===== src/hdl/volume_mean_downsample_2x_macros.svh =====
// Assertion macros used by the downsampler RTL.
`ifndef VOLUME_MEAN_DOWNSAMPLE_2X_MACROS_SVH
`define VOLUME_MEAN_DOWNSAMPLE_2X_MACROS_SVH

`ifndef SYNTH
// Implication checked on every rising edge, off during reset.
`define VMDS_ASSERT(label, prop, msg) \
   label: assert property (@(posedge clock) disable iff (reset) (prop)) else $error(msg);
// Condition that must never be true on a rising edge, off during reset.
`define VMDS_NEVER(label, cond, msg) \
   label: assert property (@(posedge clock) disable iff (reset) !(cond)) else $error(msg);
`else
`define VMDS_ASSERT(label, prop, msg)
`define VMDS_NEVER(label, cond, msg)
`endif

`endif


===== src/hdl/vmds_ram.sv =====
// Generic single-port-write, single-port-read RAM with registered read data.
module vmds_ram #(
   parameter int WIDTH = 8,
   parameter int DEPTH = 16
) (
   input  logic                                   clock,
   input  logic                                   wr_en,
   input  logic [((DEPTH > 1) ? $clog2(DEPTH) : 1)-1:0] wr_addr,
   input  logic [WIDTH-1:0]                       wr_data,
   input  logic                                   rd_en,
   input  logic [((DEPTH > 1) ? $clog2(DEPTH) : 1)-1:0] rd_addr,
   output logic [WIDTH-1:0]                       rd_data
);

   logic [WIDTH-1:0] mem [DEPTH];
   logic [WIDTH-1:0] rd_data_ff;

   // Write port and registered read port; a read of the entry being written
   // returns the old contents.
   always_ff @(posedge clock) begin
      if (wr_en) begin
         mem[wr_addr] <= wr_data;
      end
      if (rd_en) begin
         rd_data_ff <= mem[rd_addr];
      end
   end

   assign rd_data = rd_data_ff;

endmodule


===== config.mk =====
export PLATFORM = sky130hd
export DESIGN_NAME = vmds_ram
export DESIGN_NICKNAME = d
export VERILOG_FILES = /design/src/hdl/volume_mean_downsample_2x_macros.svh /design/src/hdl/vmds_ram.sv
export SDC_FILE = /design/constraint.sdc
export NUM_CORES = 1
export LEC_CHECK = 0
export ABC_AREA = 1
export BUFFER_PORTS_ARGS = -buffer_cell sky130_fd_sc_hd__buf_2
export CORE_MARGIN = 8
export CORE_UTILIZATION = 30
export CTS_BUF_LIST = sky130_fd_sc_hd__clkbuf_16
export DETAILED_ROUTE_END_ITERATION = 16
export GPL_ROUTABILITY_DRIVEN = 0
export GPL_TIMING_DRIVEN = 0
export PLACE_DENSITY = 0.49
export SLEW_MARGIN = 20
export SYNTH_ARGS = -nofsm -noshare
export SYNTH_HDL_FRONTEND = slang
export SYNTH_SLANG_ARGS = --single-unit

===== constraint.sdc =====
create_clock -name clock -period 1.1 [get_ports clock]
set_input_delay 0.055 -clock clock [delete_from_list [all_inputs] [get_ports clock]]
set_output_delay 0.055 -clock clock [all_outputs]
set_load 0.02 [all_outputs]

==> qor.txt <==
Endpoint, Worst Hold: mem[3][4]$_DFFE_PP_
Antenna cell count: 0
Ys flop type: edfxtp_1
CP cell instances: inv_1 -> nand2_1 -> nand3_2 -> nand3_2 -> nand3_2 -> nand2_2
Setup repair after global routing missed its margin: true
Yosys top cell by area: edfxtp_1
Global route hottest layer: met2
CTS Buf Count: 17
TNS Setup: 0 ns
CTS tree: yes
Reg-to-reg endpoint: rd_data[3]$_DFFE_PP_
Layout cell share with drive strength beyond 1: 0.2690
Die W: 155.6 µm
Dpl hpwl: 9990 µm
IO Count: 27
Worst path required time: 1.27 ns
CTS root buf: clkbuf_16
Vias in the first global route: 3835
Initial Util: 0.3034
Worst Tran Pin Value: 0.8482 ns
Status: completed
# clock sinks: 136
Clock H-tree levels: 4
Sequential fraction of the synthesis area: 0.6985
Slowest stage delay, CP: 0.37 ns
Later-pin clock latency in the skew report: 0.43 ns
Max clock buf depth: 2
Post-synth EDFFs: 136
R2r worst-path depth: 6
Pwr Density: 1710 nW/µm²
CORE AREA: 19270 µm²
Critical path capture point type: register
Die height: 155.6 µm
Critical path startpoint: mem[14][3]$_DFFE_PP_
Cell repeated most along the worst path: nand3_2
Synth top cells by count: nand2_1, edfxtp_1, inv_1
Fin crit period: 1.096 ns
Top cells by area, synth: edfxtp_1, nand2_1, nand3_1, inv_1, buf_6
Met1 Usage GRT: 0.1665
Sequential cell area: 4084 µm²
Syn Nets: 570
Port bufs: 23
Met2 GRT Util: 0.2019
Critical Path Fanout Max: 1
Yosys warns: 0
Via count: 3834
Pint: 0.009622 W
Synth top area share: 0.6985
Comb power frac: 0.073
Sequential power share: 0.473
GRT Overall Usage: 0.1299
Slowest CP cell: edfxtp_1
DR vias/cell: 4.402
# fillers: 1901
Std-Cell Rows: 51
Asr flop ratio synth: 0
Initial DRT Pass Iterations: 4
Final Cycle Share: 0.9964
Routing usage on met3: 0.02632
Area Growth Syn to Fin: 23.99%
Worst setup SP type: register
Setup-failing EPs final: 0
Wire length of the first global-routing pass: 22800 µm
VDD IR max: 0.7770 mV
WL per Instance: 17.29 µm
Max-slew violations: 0
Final core utilization: 0.3762
Max capacitance violation total: 0
Most common cell in the netlist: nand2_1
Worst path arrival time: 1.27 ns
Yosys cell types: 11
Hold Fails Final Rpt: 0
Power share of the clock group: 0.453
Leak pwr: 3.032 nW
CP Class: register to register
Clk slew on worst S/H paths: 0.06 ns
FF-to-FF Start: mem[14][3]$_DFFE_PP_
Worst hold path class: input pin to register
FF-to-FF setup slack: 0.004 ns
CP top delay family: simple AND/OR/NAND/NOR gates
Initial DRC count: 336
Total Nets Final: 613
Worst Skew: 0.008342 ns
Slew headroom: 0.4325
Die area: 24210 µm²
Hold depth: 1
Antenna violations before repair: 1
Fmax: 912.4 MHz
Number of post-CTS setup repair buffers: 0
Area occupied by multi-input gates: 1574 µm²
Sw Pwr: 0.002771 W
Number of remaining DRC errors: 0
Design Power: 0.01239 W
Min-delay src: wr_data[4]
Post-synthesis cell count: 551
Synthesized flop and latch total: 136
Total wire length: 15060 µm
GRT overflow: 0
Switching portion of total power: 0.2236
Bufs and invs on worst path: 1
Syn Std Cell Area: 5847 µm²
Syn avg cell area: 10.61 µm²
Post-DRT Antenna Nets: 0
Largest net degree at the start of global routing: 17
[sequential cells by signal (all words and copies together) (netlist names)]
signal   count
mem        128
rd_data      8
[worst max-delay path by stage]
stage	end	slack [ns]	cells after the start
after floorplan	mem[4][0]$_DFFE_PP_	0.09	2
after global placement	mem[4][4]$_DFFE_PP_	-0.43	3
after detailed placement	mem[13][7]$_DFFE_PP_	-0.46	4
after CTS	mem[5][1]$_DFFE_PP_	-0.01	3
after global routing	mem[5][1]$_DFFE_PP_	-0.08	3
final	rd_data[3]$_DFFE_PP_	0.004	6
[per-stage QoR]
step | cells | setup slack (ns) | hold slack (ns) | area [µm²]
floorplan | 551 | 0.09416 | 0.1539 | 5847
global placement | 839 | -0.4293 | 0.3890 | 6294
detailed placement | 839 | -0.4614 | 0.4098 | 6294
CTS | 871 | -0.01193 | 0.06214 | 7027
global route | 871 | -0.08446 | 0.07156 | 7249
finish | 871 | 0.004003 | 0.06674 | 7249
[metal layers]
metal  share of wire  wire [µm]
met2            0.46       6981
met5         0.00086         13
met4           0.032        486
met3           0.055        835
met1            0.45       6742
[power by group through the flow]
stage	combinational, W	clock, W	sequential (W)
3_3_place_gp	0.000780	0	0.00597
4_1_cts	0.000839	0.00570	0.00587
3_5_place_dp	0.000790	0	0.00597
2_1_floorplan	0.000409	0	0.00600
6_report	0.000909	0.00562	0.00587
5_1_grt	0.000993	0.00589	0.00588
[area by class of cell]
cell class / instances / share of cell area
clock buffer: 17 / 0.05868
multi-input combinational: 289 / 0.2171
sequential: 136 / 0.5633
clock inverter: 14 / 0.02209
timing repair buffer: 24 / 0.01726
tap: 265 / 0.04574
inverter: 102 / 0.05281
buffer: 24 / 0.02295
[cell families (layout without fill, tap and decap cells)]
group                  after synthesis  count (layout)  synth area share
flip-flops                         136             136            0.6985
AND/OR/NAND/NOR                    289             289            0.2076
buffers and inverters              126             181           0.09394
[repair_timing]
item                                    CTS  global route
endpoints found under the setup margin   24            55
gates resized for setup                  29            57
hold buffers                              1             0
pin swaps                                 4            31
hold endpoints to repair                  8             0
[placed cells by master, fill, tap and decap left out, types with 6 or more instances in the layout]
cell type    n
nand2_1    151
edfxtp_1   136
inv_1      100
nand3_2     59
nand3_1     38
buf_2       36
nand2_2     22
clkbuf_16   17
nor2_1      13
buf_6        6
[worst reg2reg max path, stage by stage (launching register included)]
cell	delay [ns]
edfxtp_1	0.37
inv_1	0.06
nand2_1	0.06
nand3_2	0.09
nand3_2	0.10
nand3_2	0.10
nand2_2	0.06
No activity file was read; power rests on OpenSTA's default activity.
