<file path="src/hdl/volume_mean_downsample_2x_macros.svh">
// Assertion macros used by the downsampler RTL.
`ifndef VOLUME_MEAN_DOWNSAMPLE_2X_MACROS_SVH
`define VOLUME_MEAN_DOWNSAMPLE_2X_MACROS_SVH

`ifndef SYNTH
// Implication checked on every rising edge, off during reset.
`define VMDS_ASSERT(label, prop, msg) \
   label: assert property (@(posedge clock) disable iff (reset) (prop)) else $error(msg);
// Condition that must never be true on a rising edge, off during reset.
`define VMDS_NEVER(label, cond, msg) \
   label: assert property (@(posedge clock) disable iff (reset) !(cond)) else $error(msg);
`else
`define VMDS_ASSERT(label, prop, msg)
`define VMDS_NEVER(label, cond, msg)
`endif

`endif

</file>
<file path="src/hdl/vmds_pkg.sv">
// Shared types, constants and helpers of the 2x2x2 mean downsampler.
package vmds_pkg;

   // Largest output dimensions; the width by height plane is kept in the accumulator store.
   localparam int MAX_OUT_WIDTH  = 256;
   localparam int MAX_OUT_HEIGHT = 256;
   localparam int MAX_OUT_DEPTH  = 256;

   localparam int CFG_W    = 9;
   localparam int SAMPLE_W = 16;
   localparam int SUM_W    = SAMPLE_W + 3;

   localparam int X_W    = (MAX_OUT_WIDTH > 1) ? $clog2(MAX_OUT_WIDTH) : 1;
   localparam int Y_W    = (MAX_OUT_HEIGHT > 1) ? $clog2(MAX_OUT_HEIGHT) : 1;
   localparam int Z_W    = (MAX_OUT_DEPTH > 1) ? $clog2(MAX_OUT_DEPTH) : 1;
   localparam int DEPTH  = MAX_OUT_WIDTH * MAX_OUT_HEIGHT;
   localparam int ADDR_W = (DEPTH > 1) ? $clog2(DEPTH) : 1;

   // Configuration register indexes.
   typedef enum logic [1:0] {
      REG_OUT_WIDTH  = 2'd0,
      REG_OUT_HEIGHT = 2'd1,
      REG_OUT_DEPTH  = 2'd2
   } reg_index_type;

   // What the raster counters say about the sample being transferred in.
   typedef struct packed {
      logic [ADDR_W-1:0] addr;
      logic              first;
      logic              last;
      logic              row_end;
      logic              vol_end;
   } item_info_type;

   // Last coordinate index for a dimension register: zero acts as one and
   // values above the limit act as the limit.
   function automatic logic [CFG_W:0] last_index(input logic [CFG_W-1:0] v, input int maxv);
      logic [CFG_W:0] res;
      if (v == '0) begin
         res = '0;
      end else if (int'(v) > maxv) begin
         res = (CFG_W+1)'(maxv - 1);
      end else begin
         res = {1'b0, v} - (CFG_W+1)'(1);
      end
      return res;
   endfunction

endpackage

</file>
<file path="src/hdl/vmds_raster.sv">
// Configuration registers and raster position counters of the downsampler.
module vmds_raster
   import vmds_pkg::*;
(
   input  logic             clock,
   input  logic             reset,
   input  logic             csr_wr_en,
   input  logic [1:0]       csr_index,
   input  logic [CFG_W-1:0] csr_wdata,
   input  logic             advance,
   output item_info_type    info
);

   logic [X_W-1:0] last_x_ff, last_x_in;
   logic [Y_W-1:0] last_y_ff, last_y_in;
   logic [Z_W-1:0] last_z_ff, last_z_in;
   logic [X_W-1:0] in_x_ff, in_x_in;
   logic [Y_W-1:0] in_y_ff, in_y_in;
   logic [Z_W-1:0] in_z_ff, in_z_in;
   logic           ph_x_ff, ph_x_in;
   logic           ph_y_ff, ph_y_in;
   logic           ph_z_ff, ph_z_in;
   logic           known_reg;
   logic [CFG_W:0] clamped_w;
   logic [CFG_W:0] clamped_h;
   logic [CFG_W:0] clamped_d;

   assign clamped_w = last_index(csr_wdata, MAX_OUT_WIDTH);
   assign clamped_h = last_index(csr_wdata, MAX_OUT_HEIGHT);
   assign clamped_d = last_index(csr_wdata, MAX_OUT_DEPTH);

   // Register decode; the dimensions are held as their last index.
   always_comb begin
      last_x_in = last_x_ff;
      last_y_in = last_y_ff;
      last_z_in = last_z_ff;
      known_reg = 1'b0;
      if (csr_wr_en) begin
         unique case (csr_index)
            REG_OUT_WIDTH: begin
               last_x_in = clamped_w[X_W-1:0];
               known_reg = 1'b1;
            end
            REG_OUT_HEIGHT: begin
               last_y_in = clamped_h[Y_W-1:0];
               known_reg = 1'b1;
            end
            REG_OUT_DEPTH: begin
               last_z_in = clamped_d[Z_W-1:0];
               known_reg = 1'b1;
            end
            default: begin
               known_reg = 1'b0;
            end
         endcase
      end
   end

   // Raster advance: x phase fastest, then block x, y phase, block y,
   // z phase and block z. A write to a known register starts a new volume.
   always_comb begin
      in_x_in = in_x_ff;
      in_y_in = in_y_ff;
      in_z_in = in_z_ff;
      ph_x_in = ph_x_ff;
      ph_y_in = ph_y_ff;
      ph_z_in = ph_z_ff;
      if (known_reg) begin
         in_x_in = '0;
         in_y_in = '0;
         in_z_in = '0;
         ph_x_in = 1'b0;
         ph_y_in = 1'b0;
         ph_z_in = 1'b0;
      end else if (advance) begin
         ph_x_in = ~ph_x_ff;
         if (ph_x_ff) begin
            if (in_x_ff == last_x_ff) begin
               in_x_in = '0;
               ph_y_in = ~ph_y_ff;
               if (ph_y_ff) begin
                  if (in_y_ff == last_y_ff) begin
                     in_y_in = '0;
                     ph_z_in = ~ph_z_ff;
                     if (ph_z_ff) begin
                        in_z_in = (in_z_ff == last_z_ff) ? '0 : in_z_ff + Z_W'(1);
                     end
                  end else begin
                     in_y_in = in_y_ff + Y_W'(1);
                  end
               end
            end else begin
               in_x_in = in_x_ff + X_W'(1);
            end
         end
      end
   end

   always_ff @(posedge clock) begin
      if (reset) begin
         last_x_ff <= X_W'(MAX_OUT_WIDTH - 1);
         last_y_ff <= Y_W'(MAX_OUT_HEIGHT - 1);
         last_z_ff <= Z_W'(MAX_OUT_DEPTH - 1);
         in_x_ff   <= '0;
         in_y_ff   <= '0;
         in_z_ff   <= '0;
         ph_x_ff   <= 1'b0;
         ph_y_ff   <= 1'b0;
         ph_z_ff   <= 1'b0;
      end else begin
         last_x_ff <= last_x_in;
         last_y_ff <= last_y_in;
         last_z_ff <= last_z_in;
         in_x_ff   <= in_x_in;
         in_y_ff   <= in_y_in;
         in_z_ff   <= in_z_in;
         ph_x_ff   <= ph_x_in;
         ph_y_ff   <= ph_y_in;
         ph_z_ff   <= ph_z_in;
      end
   end

   // Cell address and block position of the current sample.
   always_comb begin
      info.addr    = ADDR_W'(int'(in_y_ff) * MAX_OUT_WIDTH + int'(in_x_ff));
      info.first   = !ph_x_ff && !ph_y_ff && !ph_z_ff;
      info.last    = ph_x_ff && ph_y_ff && ph_z_ff;
      info.row_end = (in_x_ff == last_x_ff);
      info.vol_end = (in_x_ff == last_x_ff) && (in_y_ff == last_y_ff)
                     && (in_z_ff == last_z_ff);
   end

endmodule

</file>
<file path="config.mk">
export PLATFORM = sky130hd
export DESIGN_NAME = vmds_raster
export DESIGN_NICKNAME = d
export VERILOG_FILES = /design/src/hdl/volume_mean_downsample_2x_macros.svh /design/src/hdl/vmds_pkg.sv /design/src/hdl/vmds_raster.sv
export SDC_FILE = /design/constraint.sdc
export NUM_CORES = 1
export LEC_CHECK = 0
export BUFFER_PORTS_ARGS = -buffer_cell sky130_fd_sc_hd__buf_4
export CORE_ASPECT_RATIO = 0.6
export CORE_MARGIN = 2
export CORE_UTILIZATION = 51
export DETAILED_ROUTE_END_ITERATION = 10
export PLACE_DENSITY = 0.77
export SYNTH_ARGS = -nofsm -noshare
export SYNTH_HDL_FRONTEND = slang
export SYNTH_SLANG_ARGS = --single-unit
</file>
<file path="constraint.sdc">
create_clock -name clock -period 2.2 [get_ports clock]
set_clock_uncertainty 0.2 [all_clocks]
set_input_delay 0.11 -clock clock [delete_from_list [all_inputs] [get_ports clock]]
set_output_delay 0.11 -clock clock [all_outputs]
set_load 0.02 [all_outputs]
</file>
==> results of run 1 <==
-- cell type report --
| class | count | area [um^2] |
|---|---|---|
| Multi-Input combinational cell | 223 | 1560 |
| Clock inverter | 3 | 67.6 |
| Fill cell | 422 | 1690 |
| Clock buffer | 5 | 68.8 |
| Timing Repair Buffer | 60 | 457 |
| Sequential cell | 51 | 1030 |
| Tap cell | 66 | 82.6 |
| Inverter | 5 | 18.8 |
-- metrics by stage --
stage / instances / total power [uW] / setup WS, ps / TNS (ps) / cell area, um^2
detailed placement: 397 / 1140 / 46.5 / 0 / 3030
finish: 413 / 1900 / 59.0 / 0 / 3290
global placement: 397 / 1140 / 76.0 / 0 / 3030
global route: 413 / 1970 / -47.1 / -205 / 3290
CTS: 408 / 1910 / 1.15 / 0 / 3200
floorplan: 291 / 1080 / 9.72 / 0 / 2610
-- tightest hold or removal path, cell delays in order --
cell     delay [ps]
buf_4           110
a21oi_1          60
buf_4           170
o21a_1          110
-- cells by family after synthesis --
family / after synthesis / synth area share, %
flip-flops: 51 / 39.3
XOR/XNOR: 38 / 12.8
AO/OA/AOI/OAI: 65 / 17.9
buffers and inverters: 17 / 2.51
multiplexers: 5 / 1.93
AND/OR/NAND/NOR: 110 / 23.1
adder cells (fa/ha/maj): 5 / 2.41
-- power breakdown --
group          internal, uW  switching [uW]  total [uW]
clock network           453             322         775
logic                  74.6            90.5         165
registers               944            18.3         962
total                  1470             430        1900
-- worst max-delay path by stage --
stage                             to  slack (ps)  cells after the start
after CTS                 in_z_ff[4]           1                      6
final                     in_z_ff[7]          60                      7
after detailed placement  in_z_ff[4]          50                      6
after floorplan           in_z_ff[1]          10                      6
after global placement    in_z_ff[4]          80                      6
after global routing      in_z_ff[4]         -50                      6
-- state kept, by name, indices dropped and copies added, names as in the netlist --
signal / flops
in_x_ff: 8
in_y_ff: 8
in_z_ff: 8
last_x_ff: 8
last_y_ff: 8
last_z_ff: 8
ph_x_ff: 1
ph_y_ff: 1
ph_z_ff: 1
-- cell usage in the layout (no fill, tap or decap), drive strengths merged, types with 5 or more instances in the layout --
cell / instances
or3: 10
nand4: 5
dfxtp: 51
a211o: 22
clkbuf: 5
nand2b: 7
xor2: 36
nor2: 31
buf: 58
nor4: 6
o21ai: 14
nand3: 12
a21oi: 12
inv: 5
ha: 5
nand2: 11
nor3: 8
a32o: 5
mux2i: 5
-- routing by layer --
metal / global-route usage, % / part of all wire (%)
met5: 0 / 0
met4: 5.10 / 1.5
met3: 5.47 / 6.8
met2: 33.1 / 42
met1: 34.2 / 50
-- repair_timing --
action                                 4_1_cts  5_1_grt
endpoints found under the hold margin       15        0
pin swaps                                    1        4
hold buffers                                 2        0
buffers inserted                             1        4
gates cloned                                 0        1
setup endpoints to repair                    1        8
gates resized for setup                      0       11
==> results_dict.tcl, run 1 <==
set metrics [dict create \
    hold_path_end "in_z_ff[5]" \
    max_freq_mhz 467 \
    ir_drop_mv 0.398 \
    grt_antenna_before_repair 0 \
    path_class "reg2reg" \
    crit_family "simple AND/OR/NAND/NOR gates" \
    worst_path_largest_cell_delay_ps 360 \
    clock_sinks 51 \
    tightest_slew_ps 593 \
    die_y_um 59.3 \
    rrSetupSlack_ps 60 \
    die_w_um 96.1 \
    p_per_area_nw_per_um2 578 \
    hp-start "csr_wr_en" \
    drv_slew 0 \
    grt_pass1_wl_mm 9.84 \
    maxSlewHeadroom_pct 60.3 \
    cp_cell_sequence "xor2_1 -> nor4_2 -> nand3_1 -> buf_6 -> buf_4 -> a211o_1 -> a32o_1" \
    cp-end-kind "flip-flop" \
    r2r_end "in_z_ff[7]" \
    yosysWarnings 0 \
    coreArea_um2 4980 \
    clkLatencyLatePin_ps 310 \
    clockBufferDepth 2 \
    layout-drive-gt1-share_pct 26.2 \
    synth_largest_area_cell "dfxtp_1" \
    ff2ff_path_depth 7 \
    crit_start "in_x_ff[5]" \
    rr_startpoint "in_x_ff[5]" \
    final_core_util_pct 66.1 \
    grt_usage_pct 22.8 \
    holdWs_ps 86.0 \
    whs_path_depth 4 \
    post-dp-hpwl_mm 4.49 \
    drc 0 \
    ys_ff_latch 51 \
    worst_ep_arrival_time_ps 2150 \
    syn-mean-instance-area_um2 8.92 \
    syn2layout_area_growth_pct 26.7 \
    yosysMostFrequentCell "dfxtp_1" \
    grt_pass1_vias 2065 \
    synth_top_area_share_pct 39.3 \
    hp-class "in2reg" \
    io_pins 35 \
    synth-async-reset-ratio_pct 0 \
    crit_path_start_kind "flip-flop" \
    detail_route.first_pass.iterations 4 \
    hold_viol 0 \
    worst-path-buf-inv 2 \
    maxCapViolCount 0 \
    grt_max_degree 27 \
    overflow 0 \
    crit_fanout 8 \
    avgViaCountPerCell 5.69 \
    gp_congestion 0.822 \
    start_util_pct 52.1 \
    outcome "complete, no violations" \
    synthTopCellsByCount "dfxtp_1 (51), xor2_1 (36), nor2_1 (31)" \
    rows 20 \
    cts_buffers 5 \
    fin_crit_ps 2140 \
    synth_edf_count 0 \
    cts_tree "yes" \
    nets 366 \
    ys.flop_type "dfxtp_1" \
    path_clk_slew_ps 100 \
    worstPathRequired_ps 2210 \
    wire_per_inst_um 15.5 \
    post-route-period-util_pct 97.3 \
    synth_nets 311 \
    cp_slowest_cell "dfxtp_2" \
    antenna_left 0 \
    routed_wl_mm 6.40 \
    synthCells 291 \
    antenna_cells 0 \
    finalSetupViolations 0 \
    dr_total_vias 2348 \
    die_area_um2 5700 \
    synth_cell_types 40 \
    synth_area_leaders "dfxtp_1 (39%), xor2_1 (12%), a211o_1 (7.4%)" \
    h-tree-depth 2 \
    portBuffers 34 \
    netlist_area_um2 2600 \
    total_leakage_power_uw 0.00129 \
    cts-root-buf "clkbuf_8" \
    yosysSeqAreaShare_pct 39.3 \
    drt_iter0_drc 123 \
]
(Power assumes the default switching activity.)
==> inputs of run 2 (changes only) <==
Settings changed: CORE_UTILIZATION 51 to 55, PLACE_DENSITY 0.77 to 0.79.
Clock period 2.2 ns to 2.7 ns, I/O delays scaled along.
==> run 2 against run 1 <==
Fmax is 11% lower. Global-route usage is 0.53 points higher. Wire length down 7.3%. Clock-buffer cell count grew 2. Critical path depth decreased by 2. Worst hold slack lost 45 ps. Total power decreased by 27%. Critical path type unchanged.
==> results_dict.tcl, run 2 (synthesis results as in run 1) <==
set metrics [dict create \
    outcome "complete, no violations" \
    crit_path_start_kind "flip-flop" \
    ff2ff_path_depth 5 \
    post-dp-hpwl_mm 4.40 \
    instances_no_fill 393 \
    grt_pass1_vias 2006 \
    hp-start "reset" \
    finalSetupTns_ps 0 \
    antenna_cells 0 \
    dp.cells 384 \
    path_clk_slew_ps 90 \
    drv_slew 0 \
    maxSlewHeadroom_pct 55.0 \
    portBuffers 34 \
    overflow 0 \
    avgViaCountPerCell 5.73 \
    post-route-period-util_pct 88.9 \
    clock_sinks 51 \
    ir_drop_mv 0.314 \
    antenna_left 0 \
    worstPathRequired_ps 2740 \
    worst_ep_arrival_time_ps 2440 \
    hold_viol 0 \
    syn2layout_area_growth_pct 17.8 \
    drt_iter0_drc 112 \
    dr_total_vias 2250 \
    whs_path_depth 2 \
    hp-class "in2reg" \
    cts_tree "yes" \
    gp_congestion 0.893 \
    clockBufferDepth 2 \
    routed_wl_mm 5.93 \
    layout_common_cells "dfxtp_1 (51), buf_4 (42), xor2_1 (36)" \
    die_y_um 57.2 \
    coreArea_um2 4560 \
    rrSetupSlack_ps 300 \
    postCtsSetupBuffers 0 \
    io_pins 35 \
    grt_pass1_wl_mm 9.69 \
    rsz0062_at_grt "false" \
    layout-drive-gt1-share_pct 17.9 \
    clkLatencyLatePin_ps 310 \
    die_w_um 92.7 \
    tightest_slew_ps 674 \
    cp-end-kind "flip-flop" \
    wire_per_inst_um 15.1 \
    r2r_end "in_z_ff[0]" \
    fin_crit_ps 2400 \
    rr_startpoint "in_y_ff[4]" \
    holdWs_ps 40.9 \
    cts_buffers 5 \
    grt_antenna_before_repair 0 \
    crit_fanout 12 \
    h-tree-depth 2 \
    mostFrequentLayoutCell "dfxtp_1" \
    max_freq_mhz 417 \
    path_class "reg2reg" \
    detail_route.first_pass.iterations 4 \
    finalSetupViolations 0 \
    hold_path_end "last_z_ff[3]" \
    start_util_pct 56.9 \
    grt_max_degree 27 \
    drc 0 \
    p_per_area_nw_per_um2 457 \
    total_leakage_power_uw 0.00117 \
    cts-root-buf "clkbuf_8" \
    maxCapViolCount 0 \
    fin_total_pwr_uw 1400 \
    grt_usage_pct 23.3 \
    die_area_um2 5300 \
    rows 19 \
    nets 349 \
]
==> run 2: cell count changes in the layout (fill, tap and decap cells not counted), sizes merged <==
| cell | change |
|---|---|
| clkbuf | +2 |
| bufinv | -2 |
| dlygate4sd3 | -1 |
| buf | -16 |
==> run 2: per-layer routing <==
| metal | GRT usage, % | vias up | wire length (um) |
|---|---|---|---|
| met1 | 35.4 | 1057 | 2940 |
| li1 | - | 1128 | - |
| met4 | 5.88 | 0 | 65 |
| met5 | 0 | - | 0 |
| met2 | 33.0 | 58 | 2420 |
| met3 | 6.34 | 7 | 502 |
==> run 2: cell type report <==
type	count	area (um^2)
fillers	392	1510
well taps	63	78.8
repair buffers	43	325
inverters	5	18.8
multi-input cells	223	1510
clock inverters	1	7.51
clock buffers	7	96.3
flip-flops and latches	51	1020
==> run 2: where the power goes <==
part | total (uW) | internal, uW | switching, uW | leakage [uW]
clock | 486 | 233 | 253 | 0.0000505
sequential | 784 | 770 | 13.9 | 0.000414
combinational | 126 | 55.7 | 70.7 | 0.000708
==> run 2: worst max-delay path, cell delays in order (launching register included) <==
cell     delay [ps]
dfxtp_1         440
xor2_1           90
nor4_1          480
nand3_1         400
or4b_1          570
a21oi_1         140
==> run 2: worst max-delay path by stage <==
stage | from | end | slack (ps) | cells after the start
final | in_y_ff[4] | in_z_ff[0] | 300 | 5
after global routing | in_y_ff[4] | in_z_ff[0] | 120 | 5
after CTS | in_y_ff[4] | in_z_ff[0] | 350 | 5
after detailed placement | csr_wdata[0] | last_z_ff[6] | 280 | 8
after global placement | csr_wdata[0] | last_z_ff[6] | 360 | 8
after floorplan | in_x_ff[0] | in_z_ff[1] | 390 | 6
==> run 2: repair_timing <==
| action | 4_1_cts | 5_1_grt |
|---|---|---|
| hold endpoints to repair | 1 | 0 |
| hold buffers | 1 | 0 |
| gates resized for setup | 0 | 0 |
==> run 2: through the flow <==
stage	setup slack (ps)	util (%)	instance area, um^2
4_1_cts	346	67.0	3060
6_report	301	67.0	3060
5_1_grt	116	67.0	3060
3_3_place_gp	364	64.5	2940
2_1_floorplan	388	-	2600
3_5_place_dp	281	64.5	2940
==> inputs of run 3 (changes only) <==
Clock period 2.7 ns to 2.82 ns, I/O delays scaled along.
==> run 3 against run 2 <==
Via count is 0.22% lower. Die area stayed put. Sequential power is 4.2% lower. Worst setup slack better by 140 ps. Global-route usage is 0.14 points higher. Critical path depth stayed put.
==> results_dict.tcl, run 3 (synthesis results as in run 1) <==
set metrics [dict create \
    ir_drop_mv 0.233 \
    grt_pass1_vias 2014 \
    grt_max_degree 27 \
    grt_pass1_wl_mm 9.67 \
    die_area_um2 5300 \
    antenna_cells 0 \
    cp_cell_sequence "xor2_1 -> nor4_1 -> nand3_1 -> or4b_1 -> a21oi_1" \
    nFillCells 393 \
    outcome "complete, no violations" \
    cts_buffers 5 \
    cts_resized 0 \
    tightest_slew_ps 717 \
    die_y_um 57.2 \
    mostFrequentLayoutCell "dfxtp_1" \
    fin_crit_ps 2380 \
    total_leakage_power_uw 0.00116 \
    worst_ep_arrival_time_ps 2420 \
    crit_fanout 12 \
    wl_met3_um 413 \
    cp_slowest_cell "or4b_1" \
    post-dp-hpwl_mm 4.44 \
    layout_common_cells "dfxtp_1 (51), buf_4 (40), xor2_1 (36)" \
    grt_usage_pct 23.5 \
    antenna_left 0 \
    h-tree-depth 2 \
    final_core_util_pct 66.5 \
    routed_wl_mm 5.95 \
    cts_tree "yes" \
    hp-class "in2reg" \
    m1WireLength_mm 2.95 \
    finalSetupTns_ps 0 \
    coreArea_um2 4560 \
    layout-drive-gt1-share_pct 17.1 \
    finalSetupViolations 0 \
    gp_congestion 0.851 \
    nets 347 \
    routed.top_layer "met4" \
    crit_path_start_kind "flip-flop" \
    rows 19 \
    wire_per_inst_um 15.2 \
    avgViaCountPerCell 5.74 \
    clock_sinks 51 \
    p_per_area_nw_per_um2 434 \
    cp-end-kind "flip-flop" \
    clockBufferDepth 2 \
    syn2layout_area_growth_pct 16.9 \
    io_pins 35 \
    maxSlewHeadroom_pct 52.2 \
    worst_path_largest_cell_delay_ps 580 \
    start_util_pct 56.9 \
    max_freq_mhz 421 \
    dr_wl_met2_mm 2.53 \
    clkLatencyLatePin_ps 310 \
    overflow 0 \
    drv_slew 0 \
    postCtsSetupBuffers 0 \
    hold_viol 0 \
    post-route-period-util_pct 84.3 \
    dr_total_vias 2245 \
    maxCapViolCount 0 \
    drt_iter0_drc 87 \
    drc 0 \
    detail_route.first_pass.iterations 4 \
    path_class "reg2reg" \
    die_w_um 92.7 \
    portBuffers 34 \
    worstPathRequired_ps 2860 \
    path_clk_slew_ps 90 \
    rsz0062_at_grt "false" \
    grt_antenna_before_repair 0 \
    cts-root-buf "clkbuf_8" \
]
==> run 3: cell types whose count changed in the layout (fill, tap and decap cells not counted), sizes merged <==
cell	previous run	this run
buf	42	40
clkinv	0	1
clkinvlp	1	0
==> run 3: where the power goes <==
part	internal (uW)	leakage [uW]	switching, uW
clock	202	0.0000484	244
sequential	737	0.000414	13.4
combinational	52.3	0.000698	67.6
==> run 3: metrics by stage <==
step / power [uW] / cell area (um^2) / hold slack, ps / setup slack, ps / cells
after detailed placement: 885 / 2930 / 217 / 428 / 382
final: 1320 / 3030 / 46.3 / 443 / 391
after CTS: 1330 / 3030 / 35.6 / 475 / 391
after global routing: 1380 / 3030 / 36.1 / 243 / 391
after floorplan: 840 / 2600 / 77.8 / 508 / 291
after global placement: 881 / 2930 / 216 / 444 / 382
==> run 3: critical path: cells and delay by family (launching register included) <==
kind | cells | cell delay, ps
flip-flops | 1 | 450
XOR/XNOR | 1 | 100
AND/OR/NAND/NOR | 3 | 1420
AO/OA/AOI/OAI | 1 | 140
==> run 3: path summary, 6_finish.rpt <==
kind                     start            to  slack, ps  depth (start not counted)
setup / recovery    in_y_ff[4]    in_z_ff[1]        440                          5
hold / removal           reset  last_x_ff[1]         50                          2
setup reg to reg    in_y_ff[4]    in_z_ff[1]        440                          5
hold reg to reg   last_z_ff[5]  last_z_ff[5]        290                          1
==> run 3: final cells by class <==
class / count / area, um^2 / area share (%)
multi-input combinational: 223 / 1510 / 49.8
sequential: 51 / 1020 / 33.6
timing repair buffer: 41 / 310 / 10.2
inverter: 5 / 18.8 / 0.619
clock buffer: 7 / 86.3 / 2.85
tap: 63 / 78.8 / 2.60
clock inverter: 1 / 8.76 / 0.289
==> run 3: metal layers <==
| layer | global-route usage [%] | vias to the layer above |
|---|---|---|
| met1 | 34.7 | 1063 |
| met5 | 0 | - |
| li1 | - | 1124 |
| met2 | 34.1 | 50 |
| met4 | 6.30 | 0 |
| met3 | 6.34 | 8 |
==> run 3: repair_timing <==
action / CTS / global route
endpoints found under the hold margin: 1 / 0
endpoints found under the setup margin: 0 / 0
hold buffers: 1 / 0
