<file path="src/hdl/volume_mean_downsample_2x_macros.svh">
// Assertion macros used by the downsampler RTL.
`ifndef VOLUME_MEAN_DOWNSAMPLE_2X_MACROS_SVH
`define VOLUME_MEAN_DOWNSAMPLE_2X_MACROS_SVH

`ifndef SYNTH
// Implication checked on every rising edge, off during reset.
`define VMDS_ASSERT(label, prop, msg) \
   label: assert property (@(posedge clock) disable iff (reset) (prop)) else $error(msg);
// Condition that must never be true on a rising edge, off during reset.
`define VMDS_NEVER(label, cond, msg) \
   label: assert property (@(posedge clock) disable iff (reset) !(cond)) else $error(msg);
`else
`define VMDS_ASSERT(label, prop, msg)
`define VMDS_NEVER(label, cond, msg)
`endif

`endif

</file>
<file path="src/hdl/vmds_pkg.sv">
// Shared types, constants and helpers of the 2x2x2 mean downsampler.
package vmds_pkg;

   // Largest output dimensions; the width by height plane is kept in the accumulator store.
   localparam int MAX_OUT_WIDTH  = 256;
   localparam int MAX_OUT_HEIGHT = 256;
   localparam int MAX_OUT_DEPTH  = 256;

   localparam int CFG_W    = 9;
   localparam int SAMPLE_W = 16;
   localparam int SUM_W    = SAMPLE_W + 3;

   localparam int X_W    = (MAX_OUT_WIDTH > 1) ? $clog2(MAX_OUT_WIDTH) : 1;
   localparam int Y_W    = (MAX_OUT_HEIGHT > 1) ? $clog2(MAX_OUT_HEIGHT) : 1;
   localparam int Z_W    = (MAX_OUT_DEPTH > 1) ? $clog2(MAX_OUT_DEPTH) : 1;
   localparam int DEPTH  = MAX_OUT_WIDTH * MAX_OUT_HEIGHT;
   localparam int ADDR_W = (DEPTH > 1) ? $clog2(DEPTH) : 1;

   // Configuration register indexes.
   typedef enum logic [1:0] {
      REG_OUT_WIDTH  = 2'd0,
      REG_OUT_HEIGHT = 2'd1,
      REG_OUT_DEPTH  = 2'd2
   } reg_index_type;

   // What the raster counters say about the sample being transferred in.
   typedef struct packed {
      logic [ADDR_W-1:0] addr;
      logic              first;
      logic              last;
      logic              row_end;
      logic              vol_end;
   } item_info_type;

   // Last coordinate index for a dimension register: zero acts as one and
   // values above the limit act as the limit.
   function automatic logic [CFG_W:0] last_index(input logic [CFG_W-1:0] v, input int maxv);
      logic [CFG_W:0] res;
      if (v == '0) begin
         res = '0;
      end else if (int'(v) > maxv) begin
         res = (CFG_W+1)'(maxv - 1);
      end else begin
         res = {1'b0, v} - (CFG_W+1)'(1);
      end
      return res;
   endfunction

endpackage

</file>
<file path="src/hdl/vmds_accum.sv">
// Read-modify-write stage of the accumulator store and the result register.
`include "volume_mean_downsample_2x_macros.svh"
module vmds_accum
   import vmds_pkg::*;
(
   input  logic                clock,
   input  logic                reset,
   input  logic                accept,
   input  item_info_type       info,
   input  logic [SAMPLE_W-1:0] sample,
   input  logic [SUM_W-1:0]    rd_data,
   output logic                wr_en,
   output logic [ADDR_W-1:0]   wr_addr,
   output logic [SUM_W-1:0]    wr_data,
   output logic                req_stall,
   output logic                rsp_valid,
   input  logic                rsp_stall,
   output logic [SAMPLE_W-1:0] rsp_mean_value,
   output logic                rsp_row_end,
   output logic                rsp_volume_end
);

   logic                s1_valid_ff, s1_valid_in;
   item_info_type       s1_info_ff;
   logic [SAMPLE_W-1:0] s1_sample_ff;
   logic                lw_valid_ff;
   logic [ADDR_W-1:0]   lw_addr_ff;
   logic [SUM_W-1:0]    lw_data_ff;
   logic                out_valid_ff, out_valid_in;
   logic [SAMPLE_W-1:0] out_mean_ff;
   logic                out_row_end_ff;
   logic                out_vol_end_ff;
   logic                s1_adv;
   logic                load_out;
   logic [SUM_W-1:0]    base;
   logic [SUM_W-1:0]    sum;

   // The stage moves on unless its result would overwrite a result that is
   // still waiting for a transfer.
   assign s1_adv    = s1_valid_ff && (!s1_info_ff.last || !out_valid_ff || !rsp_stall);
   assign load_out  = s1_adv && s1_info_ff.last;
   assign req_stall = s1_valid_ff && !s1_adv;

   // Forward the latest write when it hit this cell at the edge of our read.
   assign base = (lw_valid_ff && (lw_addr_ff == s1_info_ff.addr)) ? lw_data_ff : rd_data;
   assign sum  = s1_info_ff.first ? SUM_W'(s1_sample_ff)
                                  : base + SUM_W'(s1_sample_ff);

   assign wr_en   = s1_adv;
   assign wr_addr = s1_info_ff.addr;
   assign wr_data = sum;

   // Stage and result valid bits.
   always_comb begin
      s1_valid_in  = accept || (s1_valid_ff && !s1_adv);
      out_valid_in = load_out || (out_valid_ff && rsp_stall);
   end

   always_ff @(posedge clock) begin
      if (reset) begin
         s1_valid_ff  <= 1'b0;
         lw_valid_ff  <= 1'b0;
         out_valid_ff <= 1'b0;
      end else begin
         s1_valid_ff  <= s1_valid_in;
         out_valid_ff <= out_valid_in;
         if (s1_adv) begin
            lw_valid_ff <= 1'b1;
         end
      end
   end

   // Payload registers.
   always_ff @(posedge clock) begin
      if (accept) begin
         s1_info_ff   <= info;
         s1_sample_ff <= sample;
      end
      if (s1_adv) begin
         lw_addr_ff <= s1_info_ff.addr;
         lw_data_ff <= sum;
      end
      if (load_out) begin
         out_mean_ff    <= sum[SUM_W-1:3];
         out_row_end_ff <= s1_info_ff.row_end;
         out_vol_end_ff <= s1_info_ff.vol_end;
      end
   end

   assign rsp_valid      = out_valid_ff;
   assign rsp_mean_value = out_mean_ff;
   assign rsp_row_end    = out_row_end_ff;
   assign rsp_volume_end = out_vol_end_ff;

   // A waiting result is never overwritten.
   `VMDS_NEVER(a_no_overwrite, load_out && out_valid_ff && rsp_stall, "result overwritten")
   // A held stage keeps its cell until it completes.
   `VMDS_ASSERT(a_stage_hold, s1_valid_ff && !s1_adv |=> s1_valid_ff && $stable(s1_info_ff.addr), "stage item lost")
   // The end of the volume is also the end of a row.
   `VMDS_ASSERT(a_vol_row, out_valid_ff && out_vol_end_ff |-> out_row_end_ff, "volume end without row end")

endmodule

</file>
<file path="config.mk">
export PLATFORM = sky130hd
export DESIGN_NAME = vmds_accum
export DESIGN_NICKNAME = d
export VERILOG_FILES = /design/src/hdl/vmds_pkg.sv /design/src/hdl/vmds_accum.sv
export VERILOG_INCLUDE_DIRS = /design/src /design/src/hdl
export SDC_FILE = /design/constraint.sdc
export NUM_CORES = 1
export LEC_CHECK = 0
export BUFFER_PORTS_ARGS = -buffer_cell sky130_fd_sc_hd__buf_2
export CAP_MARGIN = 40
export CORE_ASPECT_RATIO = 1.25
export CORE_MARGIN = 1.5
export CORE_UTILIZATION = 50
export DETAILED_ROUTE_END_ITERATION = 12
export PLACE_DENSITY_LB_ADDON = 0.1
export RECOVER_POWER = 25
export SYNTH_ARGS = -nofsm -noshare
export SYNTH_HDL_FRONTEND = slang
export SYNTH_SLANG_ARGS = --single-unit
</file>
<file path="constraint.sdc">
create_clock -name clock -period 4.5 [get_ports clock]
set_input_delay 0.675 -clock clock [delete_from_list [all_inputs] [get_ports clock]]
set_output_delay 0.675 -clock clock [all_outputs]
set_load 0.01 [all_outputs]
</file>
==> key figures, run 1 <==
Power and ir drop
  • Power density cells: 369 nW/um^2
  • Comb power frac: 19.9%
  • Reg power frac: 51.0%
  • Peak supply drop: 0.334 mV
  • P_sw: 539 uW
  • Sw frac: 26.3%
  • Static Leak: 2.31 nW
  • Clock Power Share: 29.1%
  • Internal power: 1.51 mW

Layout
  • Area delta synth->final: 30.2%
  • Share of post-route cells with drive strength above 1: 45.3%
  • Post-Layout Inst Area: 5560 um^2
  • FILL cells: 640
  • Ant diodes: 0
  • Final net count: 539

Global routing
  • M3 GR Usage: 5.12%
  • Number of antenna violations at the first check in global routing: 0
  • Global Route met1 Usage: 23.9%
  • Vias in the first global route: 3031
  • M2 GR Usage: 36.3%
  • Largest net degree at the start of global routing: 38
  • First-pass GRT wire length: 14300 um
  • Total Routing Usage GR: 20.9%
  • GRT Residual Overflow: 0
  • GR peak layer: met2

Route
  • DRC violations left: 6
  • Avg WL per Cell: 16.3 um
  • Post-DRT Antenna Nets: 0
  • Via count: 2976
  • Drt via density: 5.27
  • Number of DRC markers in iteration 0: 135
  • Pre-antenna DRT Iters: 8
  • Final wirelength: 9190 um

Worst setup path
  • CP max stage delay: 0.43 ns
  • Most frequent CP cell: nand2_2
  • Critical Path AT: 3.79 ns
  • Critical Path End Type: output pin
  • WP buf/inv: 1
  • Worst path required time: 3.83 ns
  • CP Max Fanout: 3
  • Startpoint Class: register
  • CP cell instances: xor2_1 > nor4_1 > nand3_1 > or2_4 > nand2_2 > nand2_2 > ha_4 > fa_2 > a211oi_4 > o21bai_2 > and2_4 > o21a_1 > o21ai_2 > mux2i_1 > nand2_1 > buf_2
  • CP Class: register to output pin
  • Crit path max-delay family: simple AND/OR/NAND/NOR gates
  • Slowest stage cell, crit path: edfxtp_1

Timing
  • Final setup margin: 0.0340 ns
  • Final Hold Vio Count: 0
  • Maximum clock frequency: 224 MHz
  • Clock Skew: 0.0129 ns
  • Relative max-transition margin: 28.5%
  • RSZ-0062 raised after global routing: yes
  • Min Tclk post-route: 4.47 ns
  • Worst-Margin Slew: 1.07 ns
  • Slew Limit Fails: 0
  • Tcrit/Tclk final: 99.2%
  • Final setup fails: 0

Yosys
  • Syn_area_per_cell: 12.8 um^2
  • Number of flops mapped to enable cells by yosys: 89
  • Async SR Flop Fraction: 0%
  • Top FF cell, synth: edfxtp_1
  • Post-synthesis cell count: 334
  • Sequential share of the synthesized area: 64.0%
  • Synth Cell Area: 4270 um^2
  • Post-Syn Nets: 410
  • Post-synth cell types: 44
  • Yosys reg bits: 92
  • Ys Warns: 0

Status
  • Failing checks: design-rule violations
  • Status: complete, but fails checks

Placement
  • Gpl congestion: 0.869
  • Dpl cell area: 4980 um^2
  • Pre-CTS WS: -0.00639 ns
  • Post-DP HPWL: 6350 um
  • PortBufs: 114

CTS
  • Max clock buf depth: 2
  • Clock transition at path regs: 0.09 ns
  • CTS root buffer: clkbuf_8
  • H-tree Lvls: 3
  • CTS tree: built
  • TritonCTS Sinks: 92
  • CTS hold repair buffers: 0
  • Inserted Clock Buffers: 9
  • Worst-Skew Late Latency: 0.37 ns

Floorplanning
  • Core area: 8240 um^2
  • Top-Level Pins: 115
  • Rows: 37
  • Die span in y: 106 um
  • Die ar.: 9110 um^2
  • Initial Util: 51.8%
  • Die X: 85.7 um

Flow run
  • Max-cap violations: 0

Hold path
  • Hold Path Class: register to register
[worst reg2reg max path, delay by kind of cell (launching register included)]
kind	cells	cell delay, ns
compound gates	5	0.88
xor+xnor	2	0.32
fa+ha+maj	2	0.55
buf+inv	2	0.28
flops	1	0.43
simple gates	6	0.94
[layer usage]
metal / vias up / wire (um) / part of all wire, %
met3: 18 / 525 / 5.7
met1: 1408 / 3580 / 39
met5: - / 0 / 0
met2: 92 / 4860 / 53
li1: 1458 / - / -
met4: 0 / 223 / 2.4
[path summary, 6_finish.rpt]
kind / from / endpoint / slack, ns / depth (start not counted)
worst max-delay path: wr_addr[1]$_DFFE_PP_ / wr_data[8] / 0.03 / 16
worst min-delay path: s1_info_ff[1]$_DFFE_PP_ / rsp_row_end$_DFFE_PP_ / 0.43 / 0
worst max register to register: wr_addr[1]$_DFFE_PP_ / lw_data_ff[16]$_DFFE_PP_ / 0.85 / 17
worst min register to register: s1_info_ff[1]$_DFFE_PP_ / rsp_row_end$_DFFE_PP_ / 0.43 / 0
[kinds of logic after synthesis]
group / Yosys count / share of synthesized area, %
simple gates: 108 / 11.1
flops: 92 / 64.0
compound gates: 54 / 8.20
xor+xnor: 27 / 5.54
buf+inv: 27 / 3.84
fa+ha+maj: 17 / 5.16
mux: 9 / 2.20
[flip-flops by register name (all words and copies together) (netlist names)]
| signal | count |
|---|---|
| rsp_valid | 1 |
| lw_addr_ff | 16 |
| s1_sample_ff | 16 |
| s1_info_ff | 4 |
| wr_addr | 16 |
| rsp_volume_end | 1 |
| lw_data_ff | 19 |
| rsp_mean_value | 16 |
| s1_valid_ff | 1 |
| rsp_row_end | 1 |
| lw_valid_ff | 1 |
[area by class of cell]
class / count / area [um^2] / area share (%)
multi-input combinational: 215 / 1630 / 29.4
timing repair buffer: 141 / 840 / 15.1
sequential: 92 / 2730 / 49.1
tap: 97 / 121 / 2.18
clock buffer: 12 / 165 / 2.97
clock inverter: 4 / 53.8 / 0.967
inverter: 4 / 15.0 / 0.270
[power groups by stage]
stage | sequential [mW] | clock [mW] | combinational [mW]
6_report | 1.05 | 0.597 | 0.408
5_1_grt | 1.06 | 0.645 | 0.446
4_1_cts | 1.05 | 0.610 | 0.357
3_5_place_dp | 1.07 | 0 | 0.332
3_3_place_gp | 1.07 | 0 | 0.315
2_1_floorplan | 1.06 | 0 | 0.209
[stage by stage]
step                std cells  total power, mW  hold slack (ns)  util [%]  setup TNS, ns
floorplan                 334             1.27            0.400         -              0
global placement          533             1.38            0.401      59.6              0
detailed placement        536             1.40            0.413      60.4       -0.00639
CTS                       560             2.01            0.435      64.5        -0.0649
global route              565             2.15            0.443      67.5          -1.79
finish                    565             2.05            0.435      67.5              0
[layout by cell type, fill, tap and decap left out, drive strengths merged, types with 6 or more instances in the layout]
cell type / n
buf: 136
nand3: 6
xor2: 20
a21oi: 12
edfxtp: 89
nor2: 13
nand2: 66
o21ai: 14
clkbuf: 17
mux2i: 6
ha: 16
xnor2: 7
[what timing repair did]
action                     CTS  global route
setup buffers                8             5
pin swaps                   15            16
gates cloned                 0             0
gates resized for setup     16            47
setup endpoints to repair   13            13
[synthesized netlist by cell type (4+ instances only)]
cell	count	share of area, %
xnor2_1	7	1.4
ha_1	16	4.7
o21ai_0	14	1.6
edfxtp_1	89	63
a21o_1	5	0.88
a21oi_1	12	1.4
nand3_1	6	0.70
buf_4	16	2.8
nor2_1	13	1.1
xor2_1	20	4.1
a211oi_1	5	0.88
clkbuf_1	4	0.35
inv_1	4	0.35
nand2_1	66	5.8
mux2i_1	6	1.4
No activity file was read; power rests on OpenSTA's default activity.
==> run 2: changes to the inputs <==
- CORE_UTILIZATION: 50 -> 35
==> key figures, run 2 (synthesis results as in run 1) <==
Hold path
  • Hold Path Cell Cnt: 0
  • Hold path start: s1_info_ff[1]$_DFFE_PP_
  • Hold Path Class: register to register

Floorplanning
  • Initial Util: 36.2%
  • Die span in y: 126 um
  • Core area: 11800 um^2
  • Die ar.: 12900 um^2
  • Die X: 102 um
  • Rows: 44
  • Top-Level Pins: 115

Power and ir drop
  • Static Leak: 2.42 nW
  • Power density cells: 398 nW/um^2
  • Peak supply drop: 0.187 mV

Global routing
  • Vias in the first global route: 3070
  • Largest net degree at the start of global routing: 37
  • Total Routing Usage GR: 15.8%
  • Number of antenna violations at the first check in global routing: 0
  • First-pass GRT wire length: 15200 um
  • GRT Residual Overflow: 0

Placement
  • Post-DP HPWL: 6940 um
  • Dpl cells: 601
  • PortBufs: 114
  • Gpl congestion: 0.880
  • Pre-CTS WS: -0.0529 ns

Route
  • Number of DRC markers in iteration 0: 81
  • Wire length on met3: 473 um
  • Pre-antenna DRT Iters: 4
  • Drt via density: 4.78
  • Top Layer Used: met4
  • Avg WL per Cell: 15.5 um
  • Met1 Wirelength: 4150 um
  • DRC violations left: 0
  • Via count: 3031
  • WL met2: 4990 um
  • Final wirelength: 9800 um
  • Post-DRT Antenna Nets: 0

Worst setup path
  • R2r setup slk: 0.87 ns
  • CP Class: register to output pin
  • Worst path required time: 3.83 ns
  • Reg-to-reg startpoint: wr_addr[1]$_DFFE_PP_
  • R2R depth: 16
  • Critical Path AT: 3.83 ns
  • Startpoint Class: register
  • CP Max Fanout: 5
  • Critical Path End Type: output pin
  • Crit path from: wr_addr[1]$_DFFE_PP_

Layout
  • Commonest cells after routing, fill and taps aside: buf_2, edfxtp_1, nand2_1, xor2_1, buf_4
  • Ant diodes: 0
  • Commonest non-fill, non-tap cell in the layout: buf_2
  • Fin util: 50.4%
  • Number of flip-flops in the largest register: 19
  • Final Non-Filler Cells: 634
  • Final net count: 544
  • Share of post-route cells with drive strength above 1: 48.0%
  • Area delta synth->final: 39.2%
  • FILL cells: 1107
  • Top reg by flops: lw_data_ff

Status
  • Status: complete, but fails checks
  • Failing checks: negative setup slack

Timing
  • Final setup margin: -0.00383 ns
  • Tcrit/Tclk final: 100%
  • Min Tclk post-route: 4.50 ns
  • WHS: 0.420 ns
  • Maximum clock frequency: 222 MHz
  • Clock Skew: 0.00722 ns
  • Final Hold Vio Count: 0
  • Relative max-transition margin: 34.4%
  • Worst-Margin Slew: 0.983 ns
  • Final setup fails: 1
  • Total negative slack: -0.00383 ns
  • Slew Limit Fails: 0
  • RSZ-0062 raised after global routing: yes

CTS
  • CTS hold repair buffers: 0
  • H-tree Lvls: 3
  • Clock transition at path regs: 0.07 ns
  • CTS root buffer: clkbuf_16
  • Max clock buf depth: 2
  • Worst-Skew Late Latency: 0.35 ns
  • Inserted Clock Buffers: 9
  • CTS tree: built
  • TritonCTS Sinks: 92

Flow run
  • Max-cap violations: 0
-- run 2: layout make-up --
| class | instances | area, um^2 | area share [%] |
|---|---|---|---|
| Clock buffer | 9 | 225 | 3.79 |
| Clock inverter | 7 | 123 | 2.06 |
| Inverter | 4 | 15.0 | 0.253 |
| Multi-Input combinational cell | 215 | 1740 | 29.2 |
| Sequential cell | 92 | 2730 | 46.0 |
| Tap cell | 161 | 201 | 3.39 |
| Timing Repair Buffer | 146 | 908 | 15.3 |
-- run 2: per-stage QoR --
stage                     total power [mW]  cell area [um^2]
after floorplan                       1.27              4270
after global placement                1.39              5000
after detailed placement              1.40              5050
after CTS                             2.35              5790
after global routing                  2.46              5940
final                                 2.36              5940
-- run 2: worst max-delay path: stages, from the launching register on --
cell,delay (ns)
edfxtp_1,0.41
xor2_1,0.18
nor4_1,0.30
nand3_1,0.18
or2_4,0.33
nand2_2,0.07
nand2_2,0.05
ha_4,0.16
fa_2,0.39
a211oi_4,0.25
o21bai_2,0.12
o21bai_4,0.17
a31oi_4,0.13
a31oi_4,0.23
buf_6,0.13
xnor2_2,0.06
nor2_2,0.17
buf_2,0.17
-- run 2: worst paths after layout --
| kind | end |
|---|---|
| max | wr_data[16] |
| min | rsp_row_end$_DFFE_PP_ |
| max reg2reg | lw_data_ff[8]$_DFFE_PP_ |
| min reg2reg | rsp_row_end$_DFFE_PP_ |
-- run 2: routing by layer --
layer  track usage (%)  vias up
li1                  -     1467
met4              6.45        0
met3              3.69       13
met1              19.0     1468
met5                 0        -
met2              27.1       83
-- run 2: timing repair --
item                                    in CTS  in global routing
pin swaps                                   33                 30
gates cloned                                 1                  0
setup buffers                                9                  8
endpoints found under the hold margin        0                  0
endpoints found under the setup margin      13                 13
gates resized for setup                     63                 27
-- run 2: report_power, final --
group          total (mW)  leakage (nW)  internal [mW]  switching, mW
clock network       0.879         0.170          0.548          0.332
registers            1.05         0.875           1.02         0.0339
logic               0.433          1.37          0.215          0.219
==> run 3: changes to the inputs <==
--- a/config.mk
+++ b/config.mk
@@ -7,5 +7,5 @@
 export NUM_CORES = 1
 export LEC_CHECK = 0
-export BUFFER_PORTS_ARGS = -buffer_cell sky130_fd_sc_hd__buf_2
+export BUFFER_PORTS_ARGS = -buffer_cell sky130_fd_sc_hd__buf_4
 export CAP_MARGIN = 40
 export CORE_ASPECT_RATIO = 1.25
@@ -15,4 +15,5 @@
 export PLACE_DENSITY_LB_ADDON = 0.1
 export RECOVER_POWER = 25
+export SKIP_CTS_REPAIR_TIMING = 1
 export SYNTH_ARGS = -nofsm -noshare
 export SYNTH_HDL_FRONTEND = slang
==> constraint.sdc (replaced) <==
create_clock -name clock -period 4.5 [get_ports clock]
set_input_delay 0.675 -clock clock [delete_from_list [all_inputs] [get_ports clock]]
set_output_delay 0.675 -clock clock [all_outputs]
set_load 0.1 [all_outputs]
==> key figures, run 3 (synthesis results as in run 1) <==
Global routing
  • First-pass GRT wire length: 15000 um
  • GRT Residual Overflow: 0
  • Vias in the first global route: 3000
  • Total Routing Usage GR: 15.5%
  • Largest net degree at the start of global routing: 38
  • Number of antenna violations at the first check in global routing: 0

Status
  • Status: complete, but fails checks
  • Failing checks: max-capacitance violations, max-slew violations

Timing
  • Tcrit/Tclk final: 99.7%
  • Min Tclk post-route: 4.49 ns
  • WHS: 0.422 ns
  • Final Hold Vio Count: 0
  • Worst-Margin Slew: 2.17 ns
  • Slew Limit Fails: 38
  • Relative max-transition margin: -44.6%
  • Clock Skew: 0.00473 ns
  • Final setup fails: 0
  • Maximum clock frequency: 223 MHz
  • RSZ-0062 raised after global routing: yes
  • Total negative slack: 0 ns

Placement
  • Dpl cell area: 5490 um^2
  • Post-DP HPWL: 6810 um
  • PortBufs: 114
  • Gpl congestion: 0.831
  • Dpl cells: 607

CTS
  • H-tree Lvls: 3
  • CTS tree: built
  • TritonCTS Sinks: 92
  • Inserted Clock Buffers: 9
  • Clock transition at path regs: 0.06 ns
  • Worst-Skew Late Latency: 0.34 ns
  • Max clock buf depth: 2
  • CTS root buffer: clkbuf_16

Floorplanning
  • Die ar.: 12900 um^2
  • Core area: 11800 um^2
  • Top-Level Pins: 115
  • Die span in y: 126 um
  • Initial Util: 36.2%
  • Die X: 102 um
  • Rows: 44

Power and ir drop
  • Power density cells: 424 nW/um^2
  • Static Leak: 2.53 nW
  • Tot Pwr: 2.71 mW
  • Peak supply drop: 0.208 mV

Hold path
  • Hold path start: s1_info_ff[1]$_DFFE_PP_
  • Hold Path Cell Cnt: 0
  • Hold Path Class: register to register
  • Hold Path Sink: rsp_row_end$_DFFE_PP_

Route
  • Final wirelength: 10100 um
  • Post-DRT Antenna Nets: 0
  • Drt via density: 4.75
  • Number of DRC markers in iteration 0: 134
  • Via count: 2999
  • Pre-antenna DRT Iters: 4
  • DRC violations left: 0
  • Avg WL per Cell: 16.0 um

Worst setup path
  • Slowest stage cell, crit path: edfxtp_1
  • CP cell instances: xor2_1 > nor4_2 > nand3_1 > or2_4 > buf_8 > nand2_1 > nand2_2 > ha_4 > o21a_1 > o221ai_2 > o21bai_4 > a31oi_4 > a31oi_4 > a21oi_2 > mux2i_4 > buf_12
  • Crit path max-delay family: compound AO/OA/AOI/OAI gates
  • CP Class: register to output pin
  • Worst path required time: 3.83 ns
  • R2r setup slk: 0.92 ns
  • Most frequent CP cell: a31oi_4
  • Critical Path AT: 3.81 ns
  • R2R Path End: rsp_mean_value[15]$_DFFE_PP_
  • Reg-to-reg startpoint: wr_addr[9]$_DFFE_PP_
  • Critical Path End Type: output pin
  • WP buf/inv: 2
  • CP Max Fanout: 5
  • CP max stage delay: 0.42 ns
  • Startpoint Class: register
  • R2R depth: 16

Layout
  • FILL cells: 1050
  • Final net count: 541
  • Post-Layout Inst Area: 6380 um^2
  • Top reg by flops: lw_data_ff
  • Area delta synth->final: 49.5%
  • Number of flip-flops in the largest register: 19
  • Commonest cells after routing, fill and taps aside: edfxtp_1, buf_4, nand2_1, clkbuf_4, xor2_1
  • Commonest non-fill, non-tap cell in the layout: edfxtp_1
  • Ant diodes: 0
  • Share of post-route cells with drive strength above 1: 49.1%
  • Final Non-Filler Cells: 631

Flow run
  • Max-cap violations: 1
## run 3: cell type report
class / count / area, um^2 / area share [%]
clock buffer: 13 / 250 / 3.92
clock inverter: 3 / 46.3 / 0.725
tap: 161 / 201 / 3.16
multi-input combinational: 215 / 1880 / 29.4
timing repair buffer: 143 / 1260 / 19.8
inverter: 4 / 15.0 / 0.235
sequential: 92 / 2730 / 42.8
## run 3: power breakdown
part / total (mW) / switching (mW) / internal (mW) / leakage, nW
logic: 0.892 / 0.586 / 0.306 / 1.51
clock network: 0.763 / 0.315 / 0.448 / 0.140
registers: 1.05 / 0.0361 / 1.02 / 0.875
## run 3: per-layer routing
| metal | global-route usage (%) | vias to the layer above | share of wire [%] |
|---|---|---|---|
| met2 | 26.7 | 76 | 52 |
| met3 | 4.30 | 7 | 5.0 |
| met4 | 4.66 | 0 | 1.0 |
| li1 | - | 1457 | - |
| met5 | 0 | - | 0 |
| met1 | 18.7 | 1459 | 42 |
## run 3: metrics by stage
stage	util, %	worst slack [ns]
after floorplan	-	-0.0633
after global placement	46.4	-0.0399
after detailed placement	46.6	-0.0583
after CTS	49.1	-0.452
after global routing	54.2	-0.230
final	54.2	0.0129
## run 3: worst max path at each step
| stage | startpoint | endpoint | slack [ns] | cells after the start |
|---|---|---|---|---|
| 2_1_floorplan | wr_addr[1]$_DFFE_PP_ | wr_data[12] | -0.06 | 16 |
| 3_3_place_gp | wr_addr[4]$_DFFE_PP_ | wr_data[17] | -0.04 | 16 |
| 3_5_place_dp | wr_addr[4]$_DFFE_PP_ | wr_data[17] | -0.06 | 16 |
| 4_1_cts | wr_addr[4]$_DFFE_PP_ | wr_data[18] | -0.45 | 16 |
| 5_1_grt | wr_addr[9]$_DFFE_PP_ | wr_data[17] | -0.23 | 17 |
| 6_report | wr_addr[9]$_DFFE_PP_ | wr_data[18] | 0.01 | 16 |
